[src/hdl/onewire_temp_sensor_master_core_defines.svh]
// Assertion helpers shared by the one-wire master RTL.
// Both expect clk and rst_n in scope at the point of use.
`ifndef ONEWIRE_TEMP_SENSOR_MASTER_CORE_DEFINES_SVH
`define ONEWIRE_TEMP_SENSOR_MASTER_CORE_DEFINES_SVH

`ifndef SYNTHESIS
// Consequent must hold in the same cycle as the antecedent.
`define ONEWT_ASSERT_SAME(label, ante, cons, msg) \
  label: assert property (@(posedge clk) disable iff (!rst_n) (ante) |-> (cons)) \
    else $error(msg);
// Consequent must hold in the cycle after the antecedent.
`define ONEWT_ASSERT_NEXT(label, ante, cons, msg) \
  label: assert property (@(posedge clk) disable iff (!rst_n) (ante) |=> (cons)) \
    else $error(msg);
`else
`define ONEWT_ASSERT_SAME(label, ante, cons, msg)
`define ONEWT_ASSERT_NEXT(label, ante, cons, msg)
`endif

`endif

[src/hdl/onewt_pkg.sv]
`default_nettype none

package onewt_pkg;

  localparam int ROM_BITS  = 64;
  localparam int ROM_BYTES = ROM_BITS / 8;

  localparam int CFG_IDX_W  = 3;
  localparam int CFG_DATA_W = 10;

  // Configuration register indexes
  localparam logic [CFG_IDX_W-1:0] CFG_RESET_LOW       = 3'd0;
  localparam logic [CFG_IDX_W-1:0] CFG_PRESENCE_SAMPLE = 3'd1;
  localparam logic [CFG_IDX_W-1:0] CFG_RESET_RECOVERY  = 3'd2;
  localparam logic [CFG_IDX_W-1:0] CFG_WRITE_LOW       = 3'd3;
  localparam logic [CFG_IDX_W-1:0] CFG_WRITE_HOLD      = 3'd4;
  localparam logic [CFG_IDX_W-1:0] CFG_READ_SAMPLE     = 3'd5;
  localparam logic [CFG_IDX_W-1:0] CFG_POLL_LIMIT      = 3'd6;
  localparam logic [CFG_IDX_W-1:0] CFG_POLL_INTERVAL   = 3'd7;

  // Register defaults
  localparam logic [9:0] RST_RESET_LOW       = 10'd500;
  localparam logic [9:0] RST_PRESENCE_SAMPLE = 10'd100;
  localparam logic [9:0] RST_RESET_RECOVERY  = 10'd500;
  localparam logic [7:0] RST_WRITE_LOW       = 8'd3;
  localparam logic [7:0] RST_WRITE_HOLD      = 8'd57;
  localparam logic [7:0] RST_READ_SAMPLE     = 8'd10;
  localparam logic [7:0] RST_POLL_LIMIT      = 8'd255;
  localparam logic [9:0] RST_POLL_INTERVAL   = 10'd50;

  // Actions
  localparam logic [1:0] ACT_TICK        = 2'd0;
  localparam logic [1:0] ACT_CONVERT_READ = 2'd1;
  localparam logic [1:0] ACT_READ_ONLY   = 2'd2;
  localparam logic [1:0] ACT_CONVERT_ALL = 2'd3;

  // Status codes
  localparam logic [1:0] ST_OK          = 2'd0;
  localparam logic [1:0] ST_NO_PRESENCE = 2'd1;
  localparam logic [1:0] ST_TIMEOUT     = 2'd2;

  // Bus commands
  localparam logic [7:0] CMD_MATCH    = 8'h55;
  localparam logic [7:0] CMD_SKIP     = 8'hCC;
  localparam logic [7:0] CMD_CONVERT  = 8'h44;
  localparam logic [7:0] CMD_READ_PAD = 8'hBE;

  // Fixed slot timing, in ticks
  localparam logic [9:0] SLOT_GAP_TICKS  = 10'd3;
  localparam logic [9:0] READ_LOW_TICKS  = 10'd2;
  localparam logic [9:0] READ_TAIL_TICKS = 10'd48;
  localparam logic [7:0] POLL_COUNT_MAX  = 8'd255;

  typedef enum logic [3:0] {
    PH_IDLE,
    PH_RST_LOW,
    PH_RST_REL,
    PH_RST_REC,
    PH_WR_LOW,
    PH_WR_HOLD,
    PH_WR_GAP,
    PH_RD_LOW,
    PH_RD_WAIT,
    PH_RD_TAIL,
    PH_POLL_WAIT
  } phase_t;

  typedef struct packed {
    logic [9:0] reset_low_ticks;
    logic [9:0] presence_sample_ticks;
    logic [9:0] reset_recovery_ticks;
    logic [7:0] write_low_ticks;
    logic [7:0] write_hold_ticks;
    logic [7:0] read_sample_ticks;
    logic [7:0] poll_limit;
    logic [9:0] poll_interval_ticks;
  } cfg_t;

  typedef struct packed {
    logic [1:0]          action;
    logic [ROM_BITS-1:0] dev_rom;
    logic                line_level;
  } in_item_t;

  typedef struct packed {
    logic               drive_low;
    logic               busy_res;
    logic               done_res;
    logic [1:0]         status;
    logic signed [15:0] temperature;
  } out_item_t;

endpackage

`default_nettype wire

[src/hdl/onewt_cfg.sv]
`default_nettype none

module onewt_cfg
  import onewt_pkg::*;
(
  input  wire logic                  clk,
  input  wire logic                  rst_n,
  input  wire logic                  cfg_wen,
  input  wire logic [CFG_IDX_W-1:0]  cfg_index,
  input  wire logic [CFG_DATA_W-1:0] cfg_wdata,
  output cfg_t                       cfg
);

  cfg_t cfg_r;
  cfg_t cfg_nxt;

  always_comb begin
    cfg_nxt = cfg_r;
    if (cfg_wen) begin
      case (cfg_index)
        CFG_RESET_LOW:       cfg_nxt.reset_low_ticks       = cfg_wdata;
        CFG_PRESENCE_SAMPLE: cfg_nxt.presence_sample_ticks = cfg_wdata;
        CFG_RESET_RECOVERY:  cfg_nxt.reset_recovery_ticks  = cfg_wdata;
        CFG_WRITE_LOW:       cfg_nxt.write_low_ticks       = cfg_wdata[7:0];
        CFG_WRITE_HOLD:      cfg_nxt.write_hold_ticks      = cfg_wdata[7:0];
        CFG_READ_SAMPLE:     cfg_nxt.read_sample_ticks     = cfg_wdata[7:0];
        CFG_POLL_LIMIT:      cfg_nxt.poll_limit            = cfg_wdata[7:0];
        CFG_POLL_INTERVAL:   cfg_nxt.poll_interval_ticks   = cfg_wdata;
        default: ;
      endcase
    end
  end

  always_ff @(posedge clk) begin
    if (!rst_n) begin
      cfg_r.reset_low_ticks       <= RST_RESET_LOW;
      cfg_r.presence_sample_ticks <= RST_PRESENCE_SAMPLE;
      cfg_r.reset_recovery_ticks  <= RST_RESET_RECOVERY;
      cfg_r.write_low_ticks       <= RST_WRITE_LOW;
      cfg_r.write_hold_ticks      <= RST_WRITE_HOLD;
      cfg_r.read_sample_ticks     <= RST_READ_SAMPLE;
      cfg_r.poll_limit            <= RST_POLL_LIMIT;
      cfg_r.poll_interval_ticks   <= RST_POLL_INTERVAL;
    end else begin
      cfg_r <= cfg_nxt;
    end
  end

  assign cfg = cfg_r;

endmodule

`default_nettype wire

[src/hdl/onewt_fsm.sv]
`default_nettype none
`include "onewire_temp_sensor_master_core_defines.svh"

module onewt_fsm
  import onewt_pkg::*;
(
  input  wire logic clk,
  input  wire logic rst_n,
  input  wire logic step_en,
  input  in_item_t  item,
  input  cfg_t      cfg,
  output out_item_t res
);

  phase_t              phase_r, phase_nxt;
  logic [9:0]          tick_r, tick_nxt;
  logic [2:0]          bit_r, bit_nxt;
  logic [3:0]          byte_r, byte_nxt;
  logic [1:0]          kind_r, kind_nxt;
  logic [ROM_BITS-1:0] rom_r, rom_nxt;
  logic [7:0]          obyte_r, obyte_nxt;
  logic [15:0]         iword_r, iword_nxt;
  logic [7:0]          pcnt_r, pcnt_nxt;
  logic                second_r, second_nxt;
  logic                polling_r, polling_nxt;
  logic                sampled_r, sampled_nxt;

  logic       start;
  phase_t     ph;
  logic       live;
  logic [9:0] len;
  logic [9:0] len_eff;
  logic [9:0] tick_eff;
  logic [9:0] tick_inc;
  logic [3:0] byte_inc;
  logic [3:0] burst_len;
  logic       conv;
  logic [7:0] pcnt_inc;
  logic [7:0] poll_lim;
  logic [3:0] rd_pos;
  logic       drive;
  logic       done;
  logic [1:0] status;
  logic [15:0] temp;

  function automatic logic [7:0] burst_byte(input logic [1:0]          kind,
                                            input logic                is_conv,
                                            input logic [ROM_BITS-1:0] rom,
                                            input logic [3:0]          idx);
    logic [7:0] cmd;
    logic [2:0] sel;
    cmd = is_conv ? CMD_CONVERT : CMD_READ_PAD;
    sel = idx[2:0] - 3'd1;
    if (kind == ACT_CONVERT_ALL) begin
      burst_byte = (idx == 4'd0) ? CMD_SKIP : cmd;
    end else if (idx == 4'd0) begin
      burst_byte = CMD_MATCH;
    end else if (idx <= 4'(ROM_BYTES)) begin
      burst_byte = rom[{sel, 3'b000} +: 8];
    end else begin
      burst_byte = cmd;
    end
  endfunction

  always_comb begin
    start       = (phase_r == PH_IDLE) && (item.action != ACT_TICK);
    ph          = start ? PH_RST_LOW : phase_r;
    tick_eff    = start ? '0 : tick_r;
    kind_nxt    = start ? item.action : kind_r;
    rom_nxt     = start ? item.dev_rom : rom_r;
    second_nxt  = start ? 1'b0 : second_r;
    polling_nxt = start ? 1'b0 : polling_r;
    phase_nxt   = ph;
    tick_nxt    = tick_eff;
    bit_nxt     = bit_r;
    byte_nxt    = byte_r;
    obyte_nxt   = obyte_r;
    iword_nxt   = iword_r;
    pcnt_nxt    = pcnt_r;
    sampled_nxt = sampled_r;
    drive       = 1'b0;
    done        = 1'b0;
    status      = ST_OK;
    temp        = '0;
    len         = 10'd1;
    live        = 1'b1;

    conv      = (kind_nxt == ACT_CONVERT_ALL) || ((kind_nxt == ACT_CONVERT_READ) && !second_nxt);
    burst_len = (kind_nxt == ACT_CONVERT_ALL) ? 4'd2 : 4'(ROM_BYTES + 2);
    byte_inc  = byte_r + 4'd1;
    rd_pos    = {byte_r[0], bit_r};
    pcnt_inc  = (pcnt_r < POLL_COUNT_MAX) ? pcnt_r + 8'd1 : pcnt_r;
    poll_lim  = (cfg.poll_limit == 8'd0) ? 8'd1 : cfg.poll_limit;

    // Per-tick drive, duration and sampling
    case (ph)
      PH_IDLE: live = 1'b0;
      PH_RST_LOW: begin
        drive = 1'b1;
        len   = cfg.reset_low_ticks;
      end
      PH_RST_REL: len = cfg.presence_sample_ticks;
      PH_RST_REC: begin
        len = cfg.reset_recovery_ticks;
        if (tick_eff == 10'd0) sampled_nxt = item.line_level;
      end
      PH_WR_LOW: begin
        drive = 1'b1;
        len   = {2'b00, cfg.write_low_ticks};
      end
      PH_WR_HOLD: begin
        drive = ~obyte_r[bit_r];
        len   = {2'b00, cfg.write_hold_ticks};
      end
      PH_WR_GAP: len = SLOT_GAP_TICKS;
      PH_RD_LOW: begin
        drive = 1'b1;
        len   = READ_LOW_TICKS;
      end
      PH_RD_WAIT: len = {2'b00, cfg.read_sample_ticks};
      PH_RD_TAIL: begin
        len = READ_TAIL_TICKS;
        if (tick_eff == 10'd0) begin
          sampled_nxt = item.line_level;
          if (!polling_nxt && item.line_level) iword_nxt[rd_pos] = 1'b1;
        end
      end
      PH_POLL_WAIT: len = cfg.poll_interval_ticks;
      default: begin
        live      = 1'b0;
        phase_nxt = PH_IDLE;
      end
    endcase

    len_eff  = (len == 10'd0) ? 10'd1 : len;
    tick_inc = tick_eff + 10'd1;

    if (live) begin
      if (tick_inc >= len_eff) begin
        tick_nxt = '0;
        // Phase finished: advance the sequence
        case (ph)
          PH_RST_LOW: phase_nxt = PH_RST_REL;
          PH_RST_REL: phase_nxt = PH_RST_REC;
          PH_RST_REC: begin
            if (sampled_nxt) begin
              phase_nxt = PH_IDLE;
              done      = 1'b1;
              status    = ST_NO_PRESENCE;
            end else begin
              byte_nxt  = '0;
              bit_nxt   = '0;
              obyte_nxt = burst_byte(kind_nxt, conv, rom_nxt, 4'd0);
              phase_nxt = PH_WR_LOW;
            end
          end
          PH_WR_LOW:  phase_nxt = PH_WR_HOLD;
          PH_WR_HOLD: phase_nxt = PH_WR_GAP;
          PH_WR_GAP: begin
            if (bit_r != 3'd7) begin
              bit_nxt   = bit_r + 3'd1;
              phase_nxt = PH_WR_LOW;
            end else begin
              bit_nxt  = '0;
              byte_nxt = byte_inc;
              if (byte_inc < burst_len) begin
                obyte_nxt = burst_byte(kind_nxt, conv, rom_nxt, byte_inc);
                phase_nxt = PH_WR_LOW;
              end else if (conv) begin
                polling_nxt = 1'b1;
                pcnt_nxt    = '0;
                phase_nxt   = PH_RD_LOW;
              end else begin
                polling_nxt = 1'b0;
                byte_nxt    = '0;
                iword_nxt   = '0;
                phase_nxt   = PH_RD_LOW;
              end
            end
          end
          PH_RD_LOW:  phase_nxt = PH_RD_WAIT;
          PH_RD_WAIT: phase_nxt = PH_RD_TAIL;
          PH_RD_TAIL: begin
            if (polling_nxt) begin
              if (sampled_nxt) begin
                polling_nxt = 1'b0;
                if (kind_nxt == ACT_CONVERT_READ) begin
                  second_nxt = 1'b1;
                  phase_nxt  = PH_RST_LOW;
                end else begin
                  phase_nxt = PH_IDLE;
                  done      = 1'b1;
                end
              end else begin
                pcnt_nxt = pcnt_inc;
                if (pcnt_inc >= poll_lim) begin
                  phase_nxt = PH_IDLE;
                  done      = 1'b1;
                  status    = ST_TIMEOUT;
                end else begin
                  phase_nxt = PH_POLL_WAIT;
                end
              end
            end else if (bit_r != 3'd7) begin
              bit_nxt   = bit_r + 3'd1;
              phase_nxt = PH_RD_LOW;
            end else begin
              bit_nxt  = '0;
              byte_nxt = byte_inc;
              if (byte_inc < 4'd2) begin
                phase_nxt = PH_RD_LOW;
              end else begin
                phase_nxt = PH_IDLE;
                done      = 1'b1;
                temp      = iword_nxt;
              end
            end
          end
          PH_POLL_WAIT: phase_nxt = PH_RD_LOW;
          default:      phase_nxt = PH_IDLE;
        endcase
      end else begin
        tick_nxt = tick_inc;
      end
    end

    res.drive_low   = drive;
    res.busy_res    = (phase_nxt != PH_IDLE);
    res.done_res    = done;
    res.status      = status;
    res.temperature = $signed(temp);
  end

  always_ff @(posedge clk) begin
    if (!rst_n) begin
      phase_r   <= PH_IDLE;
      tick_r    <= '0;
      bit_r     <= '0;
      byte_r    <= '0;
      kind_r    <= '0;
      rom_r     <= '0;
      obyte_r   <= '0;
      iword_r   <= '0;
      pcnt_r    <= '0;
      second_r  <= 1'b0;
      polling_r <= 1'b0;
      sampled_r <= 1'b0;
    end else if (step_en) begin
      phase_r   <= phase_nxt;
      tick_r    <= tick_nxt;
      bit_r     <= bit_nxt;
      byte_r    <= byte_nxt;
      kind_r    <= kind_nxt;
      rom_r     <= rom_nxt;
      obyte_r   <= obyte_nxt;
      iword_r   <= iword_nxt;
      pcnt_r    <= pcnt_nxt;
      second_r  <= second_nxt;
      polling_r <= polling_nxt;
      sampled_r <= sampled_nxt;
    end
  end

  `ONEWT_ASSERT_SAME(a_idle_tick_clear, phase_r == PH_IDLE, tick_r == 10'd0, "tick count left non-zero while idle")
  `ONEWT_ASSERT_NEXT(a_done_goes_idle, step_en && res.done_res, phase_r == PH_IDLE, "sequencer not idle after done")

endmodule

`default_nettype wire

[src/hdl/onewire_temp_sensor_master_core.sv]
// Each input beat yields exactly one result beat, via the input and result registers.
// Throughput: one tick beat per cycle while the result register is not stalled.
// The bus sequencer advances by one tick whenever a beat leaves the input register.
// Reset (rst_n low, synchronous): sequencer idle, registers at their defaults,
// no beats held in either register.
`default_nettype none
`include "onewire_temp_sensor_master_core_defines.svh"

module onewire_temp_sensor_master_core
  import onewt_pkg::*;
(
  input  wire logic                  clk,
  input  wire logic                  rst_n,
  input  wire logic                  in_valid,
  output logic                       in_stall,
  input  in_item_t                   in_data,
  output logic                       out_valid,
  input  wire logic                  out_stall,
  output out_item_t                  out_data,
  input  wire logic                  cfg_wen,
  input  wire logic [CFG_IDX_W-1:0]  cfg_index,
  input  wire logic [CFG_DATA_W-1:0] cfg_wdata
);

  logic      s1_valid_r, s1_valid_nxt;
  in_item_t  s1_data_r;
  logic      out_valid_r, out_valid_nxt;
  out_item_t out_data_r;
  logic      move;
  logic      in_take;
  cfg_t      cfg;
  out_item_t res;

  onewt_cfg u_cfg (
    .clk       (clk),
    .rst_n     (rst_n),
    .cfg_wen   (cfg_wen),
    .cfg_index (cfg_index),
    .cfg_wdata (cfg_wdata),
    .cfg       (cfg)
  );

  onewt_fsm u_fsm (
    .clk     (clk),
    .rst_n   (rst_n),
    .step_en (move),
    .item    (s1_data_r),
    .cfg     (cfg),
    .res     (res)
  );

  // Advance the held beat whenever the result register is free or draining
  assign move     = s1_valid_r && (!out_valid_r || !out_stall);
  assign in_stall = s1_valid_r && !move;
  assign in_take  = in_valid && !in_stall;

  always_comb begin
    s1_valid_nxt = s1_valid_r;
    if (in_take) begin
      s1_valid_nxt = 1'b1;
    end else if (move) begin
      s1_valid_nxt = 1'b0;
    end
    out_valid_nxt = out_valid_r;
    if (move) begin
      out_valid_nxt = 1'b1;
    end else if (!out_stall) begin
      out_valid_nxt = 1'b0;
    end
  end

  always_ff @(posedge clk) begin
    if (!rst_n) begin
      s1_valid_r  <= 1'b0;
      out_valid_r <= 1'b0;
    end else begin
      s1_valid_r  <= s1_valid_nxt;
      out_valid_r <= out_valid_nxt;
    end
  end

  always_ff @(posedge clk) begin
    if (in_take) s1_data_r <= in_data;
    if (move) out_data_r <= res;
  end

  assign out_valid = out_valid_r;
  assign out_data  = out_data_r;

  `ONEWT_ASSERT_SAME(a_done_not_busy, out_valid_r && out_data_r.done_res, !out_data_r.busy_res, "done beat still flagged busy")
  `ONEWT_ASSERT_SAME(a_fault_no_temp, out_valid_r && (out_data_r.status != ST_OK), out_data_r.temperature == 16'sd0, "temperature set on a faulted beat")
  `ONEWT_ASSERT_SAME(a_free_out_no_stall, !out_valid_r, !in_stall, "input stalled with empty result register")

endmodule

`default_nettype wire

[config.mk]
export PLATFORM = sky130hd
export DESIGN_NAME = onewire_temp_sensor_master_core
export DESIGN_NICKNAME = d
export VERILOG_FILES = /design/src/hdl/onewt_pkg.sv /design/src/hdl/onewt_cfg.sv /design/src/hdl/onewt_fsm.sv /design/src/hdl/onewire_temp_sensor_master_core.sv
export VERILOG_INCLUDE_DIRS = /design/src /design/src/hdl
export SDC_FILE = /design/constraint.sdc
export NUM_CORES = 1
export LEC_CHECK = 0
export BUFFER_PORTS_ARGS = -buffer_cell sky130_fd_sc_hd__clkbuf_2
export CAP_MARGIN = 20
export CORE_UTILIZATION = 65
export CTS_CLUSTER_DIAMETER = 100
export DETAILED_ROUTE_END_ITERATION = 10
export PLACE_DENSITY = 0.86
export REMOVE_ABC_BUFFERS = 1
export SETUP_SLACK_MARGIN = 0.4
export SYNTH_ARGS = -nofsm -noshare
export SYNTH_HDL_FRONTEND = slang
export SYNTH_HIERARCHICAL = 1
export SYNTH_SLANG_ARGS = --single-unit
[constraint.sdc]
create_clock -name clk -period 6.07 [get_ports clk]
set_input_delay 0.3035 -clock clk [delete_from_list [all_inputs] [get_ports clk]]
set_output_delay 0.3035 -clock clk [all_outputs]
set_load 0.1 [all_outputs]
After elaboration in Yosys (flattened, before gate mapping) --
Cells that the tools add are included. Widths: inputs -> output; s select.
Storage, ports and cells: bits in registers 284, bits of input ports 85, output and inout port bits 23, word-level logic and storage cells 227
Operators by class: add/sub/neg operators 5, $lt $le $gt $ge 9, equality and inequality tests 30, shift-type cells 1, muxes and demuxes 101, bitwise operators 5, reductions and logical operators 46
Operators by type and width (number):
- $mux 16 | 9
- $mux 8 | 16
- $pmux 10 s10 | 1
- $mux 4 | 16
- $mux 64 | 1
- $shiftx 64x7->8 | 1
- $mux 10 | 4
- $pmux 4 s10 | 1
- $mux 1 | 33
- $pmux 8 s2 | 2
- $logic_not 10->1 | 2
- $reduce_and 2->1 | 9
- $eq 4x3->1 const B | 4
- $or 16x16->16 | 1
- $mux 3 | 5
- $eq 3x3->1 const B | 4
- $eq 4x4->1 const B | 3
- $logic_not 4->1 | 3
- $ne 2x2->1 const B | 6
- $pmux 4 s3 | 1
- $reduce_or 11->1 | 1
- $add 10x1->10 const B | 1
- $ge 10x10->1 | 1
- $mux 2 | 5
- 42 further kinds | 67

Longest topological paths before layout --
depth after elaboration 14, mapped depth 19

Cells and area by module --
The synthesis kept the hierarchy.
By module, submodules not included:
- onewt_fsm | times used 1, cells an instance 1007, area each 7941.4 sq um, seq. area each 2442.3 sq um
- onewt_cfg | times used 1, cells an instance 261, area each 2772.7 sq um, seq. area each 1441.4 sq um
- onewire_temp_sensor_master_core | times used 1, cells an instance 96, area each 2726.4 sq um, seq. area each 2682.6 sq um

Worst setup path before layout --
No wires, ideal clock.
path kind register to register, from reg out_valid_r, in the netlist out_valid, to reg s1_data_r[0] (netlist bit) (enable), arrival time 4.084 ns, data required time 5.571 ns, slack 1.487 ns, cell stages (with the launch flop) 3, period minus slack after synthesis 4.583 ns, path through dfxtp_1 and3_4 nor2b_1
Between the ends: cells in the longest elaborated chain, start to end 7
Ends and longest elaborated chain:
- from (decl) | RTL line onewire_temp_sensor_master_core.sv:27 | logic out_valid_r, out_valid_nxt;
- from (signal assigned) | RTL line onewire_temp_sensor_master_core.sv:78 | out_valid_r <= out_valid_nxt;
- $logic_not 1->1 | RTL line onewire_temp_sensor_master_core.sv:53 | assign move = s1_valid_r && (!out_valid_r || !out_stall);
- $logic_or 1x1->1 | RTL line onewire_temp_sensor_master_core.sv:53
- $logic_and 1x1->1 | RTL line onewire_temp_sensor_master_core.sv:53
- $logic_not 1->1 | RTL line onewire_temp_sensor_master_core.sv:54 | assign in_stall = s1_valid_r && !move;
- $logic_and 1x1->1 | RTL line onewire_temp_sensor_master_core.sv:54
- net in_stall | RTL line onewire_temp_sensor_master_core.sv:15 | output logic in_stall,
- $logic_not 1->1 | RTL line onewire_temp_sensor_master_core.sv:55 | assign in_take = in_valid && !in_stall;
- $logic_and 1x1->1 | RTL line onewire_temp_sensor_master_core.sv:55
- net in_take | RTL line onewire_temp_sensor_master_core.sv:30 | logic in_take;
- to (signal assigned) | RTL line onewire_temp_sensor_master_core.sv:83 | if (in_take) s1_data_r <= in_data;
- to (decl) | RTL line onewire_temp_sensor_master_core.sv:26 | in_item_t s1_data_r;
The timed path passes the listed nets, and every way through them passes these cells. A chain may end at the register's enable or synchronous reset.

Worst setup path after layout --
from reg u_fsm.phase_r[0], to reg u_fsm.obyte_r[7]
Between the ends: cells in the longest elaborated chain, start to end 13, elaborated cells between the ends (all ways) 51, those cells by class 1 x add/sub; 2 x order compare; 15 x eq/ne; 1 x shift; 21 x mux; 11 x reduce/logical
Ends and longest elaborated chain:
- from (decl) | RTL line onewt_fsm.sv:15 | phase_t phase_r, phase_nxt;
- from (signal assigned) | RTL line onewt_fsm.sv:249 | phase_r <= phase_nxt;
- parallel branches: the longest is 13 deep, another holds $ge 10x10->1
- to (signal assigned) | RTL line onewt_fsm.sv:255 | obyte_r <= obyte_nxt;
- to (decl) | RTL line onewt_fsm.sv:21 | logic [7:0] obyte_r, obyte_nxt;
Several ways; the timed one is not identified. The select of a mux whose other input is x is not followed.

==> impl_metrics.yaml <==
cells_and_area:
  post-route-util: 0.776
  multi_input_area_um2: 6400
  nFillCells: 1227
  drive_gt1_frac: 0.152
  n_antenna_cell: 0
  final-seq-area_um2: 6570
  area_growth_pct: 16.8
  finalNetCount: 1609
sta:
  finalMaxSlewViolations: 0
  hold_viol: 0
  fin_skew_ns: 0.0315
  period_needed_ns: 5.07
  max_freq_ghz: 0.197
  setup_violations: 0
  rsz0062_at_grt: "false"
  fin_setup_tns_ns: 0
  relSlewSlack: 0.365
  post-route-period-util: 0.836
  tightestPinTransition_ns: 0.951
  worst_hold_slack_ns: 0.0215
setup_path:
  cp.arrival_ns: 5.48
  cp_num_buf_inv: 1
  reg2reg_slack_ns: 1.0
  cp_max_fo: 21
  max_stage_delay_ns: 0.85
  worstPathRequired_ns: 6.48
  cp_slowest_cell: "dfxtp_1"
  start_kind: "flop"
  cp_cell_sequence: "nor2_1 > nand3_1 > nand2_1 > inv_1 > ha_1 > nand3_1 > or3_1 > a21oi_1 > ha_1 > nor3_1 > o211a_1 > o21a_1 > or2_2 > a2111oi_4 > mux2i_1 > nor3b_2"
  endpoint_kind: "flop"
  path_delay_family: "simple AND/OR/NAND/NOR gates"
  crit_type: "flop to flop"
synthesis:
  yosysSeqAreaShare: 0.489
  synth_cell_types: 84
  syn_area_per_cell_um2: 9.85
  yosysWarnings: 6
  synth_ff_type: "dfxtp_1"
  synth_edf_count: 88
  async_flop_share: 0
  ys_ff_latch: 284
  synth_area_um2: 13400
  syn_inst: 1364
clocking:
  htreeDepth: 1
  clockBufferDepth: 3
  clkTransAtPathRegs_ns: 0.06
  root_buffer: "clkbuf_16"
  clock_sinks: 284
  numCtsBuffers: 29
  clk_latency_ns: 0.57
  cts_tree: "built"
global_route:
  grt_pass1_wl_um: 58300
  overflow: 0
  grt_util_met1: 0.425
  grt_antenna_before_repair: 0
  grt_max_degree: 78
  grt_pass1_vias: 11100
  use_met3: 0.0520
  grtUsageTotal: 0.344
  grt-busiest-layer: "met2"
  grt_util_met2: 0.582
drt:
  postRouteAntennaNets: 0
  wl_um: 36800
  drt-vias-per-instance: 6.33
  via_count: 11300
  wl_per_cell_um: 20.6
  drc: 0
  drt_iter0_drc: 1195
  drt-pass1-iter-count: 5
floorplan:
  core_area_um2: 20200
  die_area_um2: 21300
  die_y_um: 146
  initial_utilization: 0.664
  ios: 108
  die_w_um: 146
  fp-row-count: 52
pwr:
  power.total_w: 0.00424
  leakagePower_nw: 6.08
  cellPowerDensity_nw_per_um2: 270
  irDropWorstVdd_v: 0.000259
place:
  globalplace.congestion: 0.946
  io_buffers: 107
  hpwl_um: 20900
min_path:
  hold_class: "input pin to flop"
status:
  status: "finished, final reports clean"
run:
  cap_violations: 0
## cell usage after synthesis (all sizes together) (4+ instances only)
master   count  area share
mux2i       92       0.069
a32oi        7      0.0046
and2        10      0.0047
a22oi       21       0.012
xnor2        5      0.0033
a31o         4      0.0026
clkbuf      63       0.018
a31oi       25       0.012
nand4b       4      0.0026
edfxtp      88        0.20
a311oi       5      0.0037
nor3         6      0.0026
nand4       13      0.0061
a2111oi      5      0.0047
buf         28       0.012
a21o         6      0.0034
dfxtp      196        0.29
nand2b      13      0.0061
xor2         6      0.0039
or3          4      0.0019
or2          6      0.0028
o211ai      11      0.0065
o21ai       27       0.010
o31ai        5      0.0028
inv         30      0.0084
nand3       35       0.014
a21boi       5      0.0028
o21a         7      0.0039
a21oi      117       0.044
mux4        32       0.054
a211oi       4      0.0022
nor2b       55       0.026
nand2      250       0.070
ha          29       0.027
and3         6      0.0032
nor2        95       0.027
## logic make-up after synthesis
logic type / after synthesis / synth area share
AND/OR/NAND/NOR: 517 / 0.179
adder cells (fa/ha/maj): 29 / 0.0270
flip-flops: 284 / 0.489
buffers and inverters: 121 / 0.0382
XOR/XNOR: 11 / 0.00717
multiplexers: 127 / 0.126
AO/OA/AOI/OAI: 275 / 0.134
## cell type report
type,instances,area share
inverters,30,0.00717
repair buffers,191,0.0851
well taps,270,0.0215
clock buffers,42,0.0525
clock inverters,11,0.00741
multi-input cells,959,0.408
flip-flops and latches,284,0.418
## where the power goes
group          switching, W  internal [W]  total (W)
Clock              0.000765       0.00103    0.00179
Sequential        0.0000463       0.00203    0.00207
Combinational      0.000231      0.000139   0.000370
Total               0.00104       0.00319    0.00424
## layout by cell type, fill, tap and decap left out, types with 7 or more instances in the layout
cell / n
nand2_1: 249
dfxtp_1: 196
a21oi_1: 116
clkbuf_2: 106
nor2_1: 92
mux2i_1: 91
edfxtp_1: 88
dlygate4sd3_1: 68
nor2b_1: 54
nand3_1: 34
mux4_2: 32
clkbuf_16: 29
inv_1: 29
ha_1: 29
a31oi_1: 25
a22oi_1: 21
o21ai_0: 21
buf_4: 16
nand4_1: 13
nand2b_1: 13
and2_1: 10
o211ai_1: 10
clkbuf_1: 8
o21a_1: 7
a32oi_1: 7
## sequential cells by signal (all words and copies together) (netlist names), 3 cells and up
name           flops
u_cfg/cfg         72
s1_data_r         67
u_fsm/rom_r       64
out_data          21
u_fsm/iword_r     16
u_fsm/tick_r      10
u_fsm/obyte_r      8
u_fsm/pcnt_r       8
u_fsm/byte_r       4
u_fsm/phase_r      4
u_fsm/bit_r        3
## worst min-delay path: cells and delay by family
kind,cells,cell delay (ns)
and+or+nand+nor,1,0.06
buffers and inverters,1,0.09
muxes,1,0.06
## final timing paths
check,startpoint,end,cells after the start
setup reg to reg,u_fsm/phase_r[0]$_SDFFE_PN0P_,u_fsm/obyte_r[7]$_SDFFE_PN0P_,16
hold / removal,cfg_wdata[5],u_cfg/cfg[23]$_SDFFE_PN0P_,3
hold reg to reg,u_fsm/rom_r[55]$_SDFFE_PN0P_,u_fsm/rom_r[55]$_SDFFE_PN0P_,2
setup / recovery,u_fsm/phase_r[0]$_SDFFE_PN0P_,u_fsm/obyte_r[7]$_SDFFE_PN0P_,16
## through the flow
stage | cells | setup WS (ns) | cell area [um^2]
after floorplan | 1273 | -0.418 | 13000
after global placement | 1666 | 1.32 | 14100
after detailed placement | 1666 | 1.14 | 14100
after CTS | 1787 | 1.12 | 15700
after global routing | 1787 | 0.676 | 15700
final | 1787 | 0.995 | 15700
## layer usage
layer | vias up | wire length (um)
li1 | 5134 | -
met1 | 5370 | 14200
met2 | 638 | 17800
met3 | 164 | 2700
met4 | 0 | 2120
met5 | - | 0
## timing repair
item	CTS	global route
buffers inserted	0	0
resized for setup	0	0
hold endpoints to repair	68	0
hold buffers	68	0
Note: power is estimated with default switching activity, not from simulation.
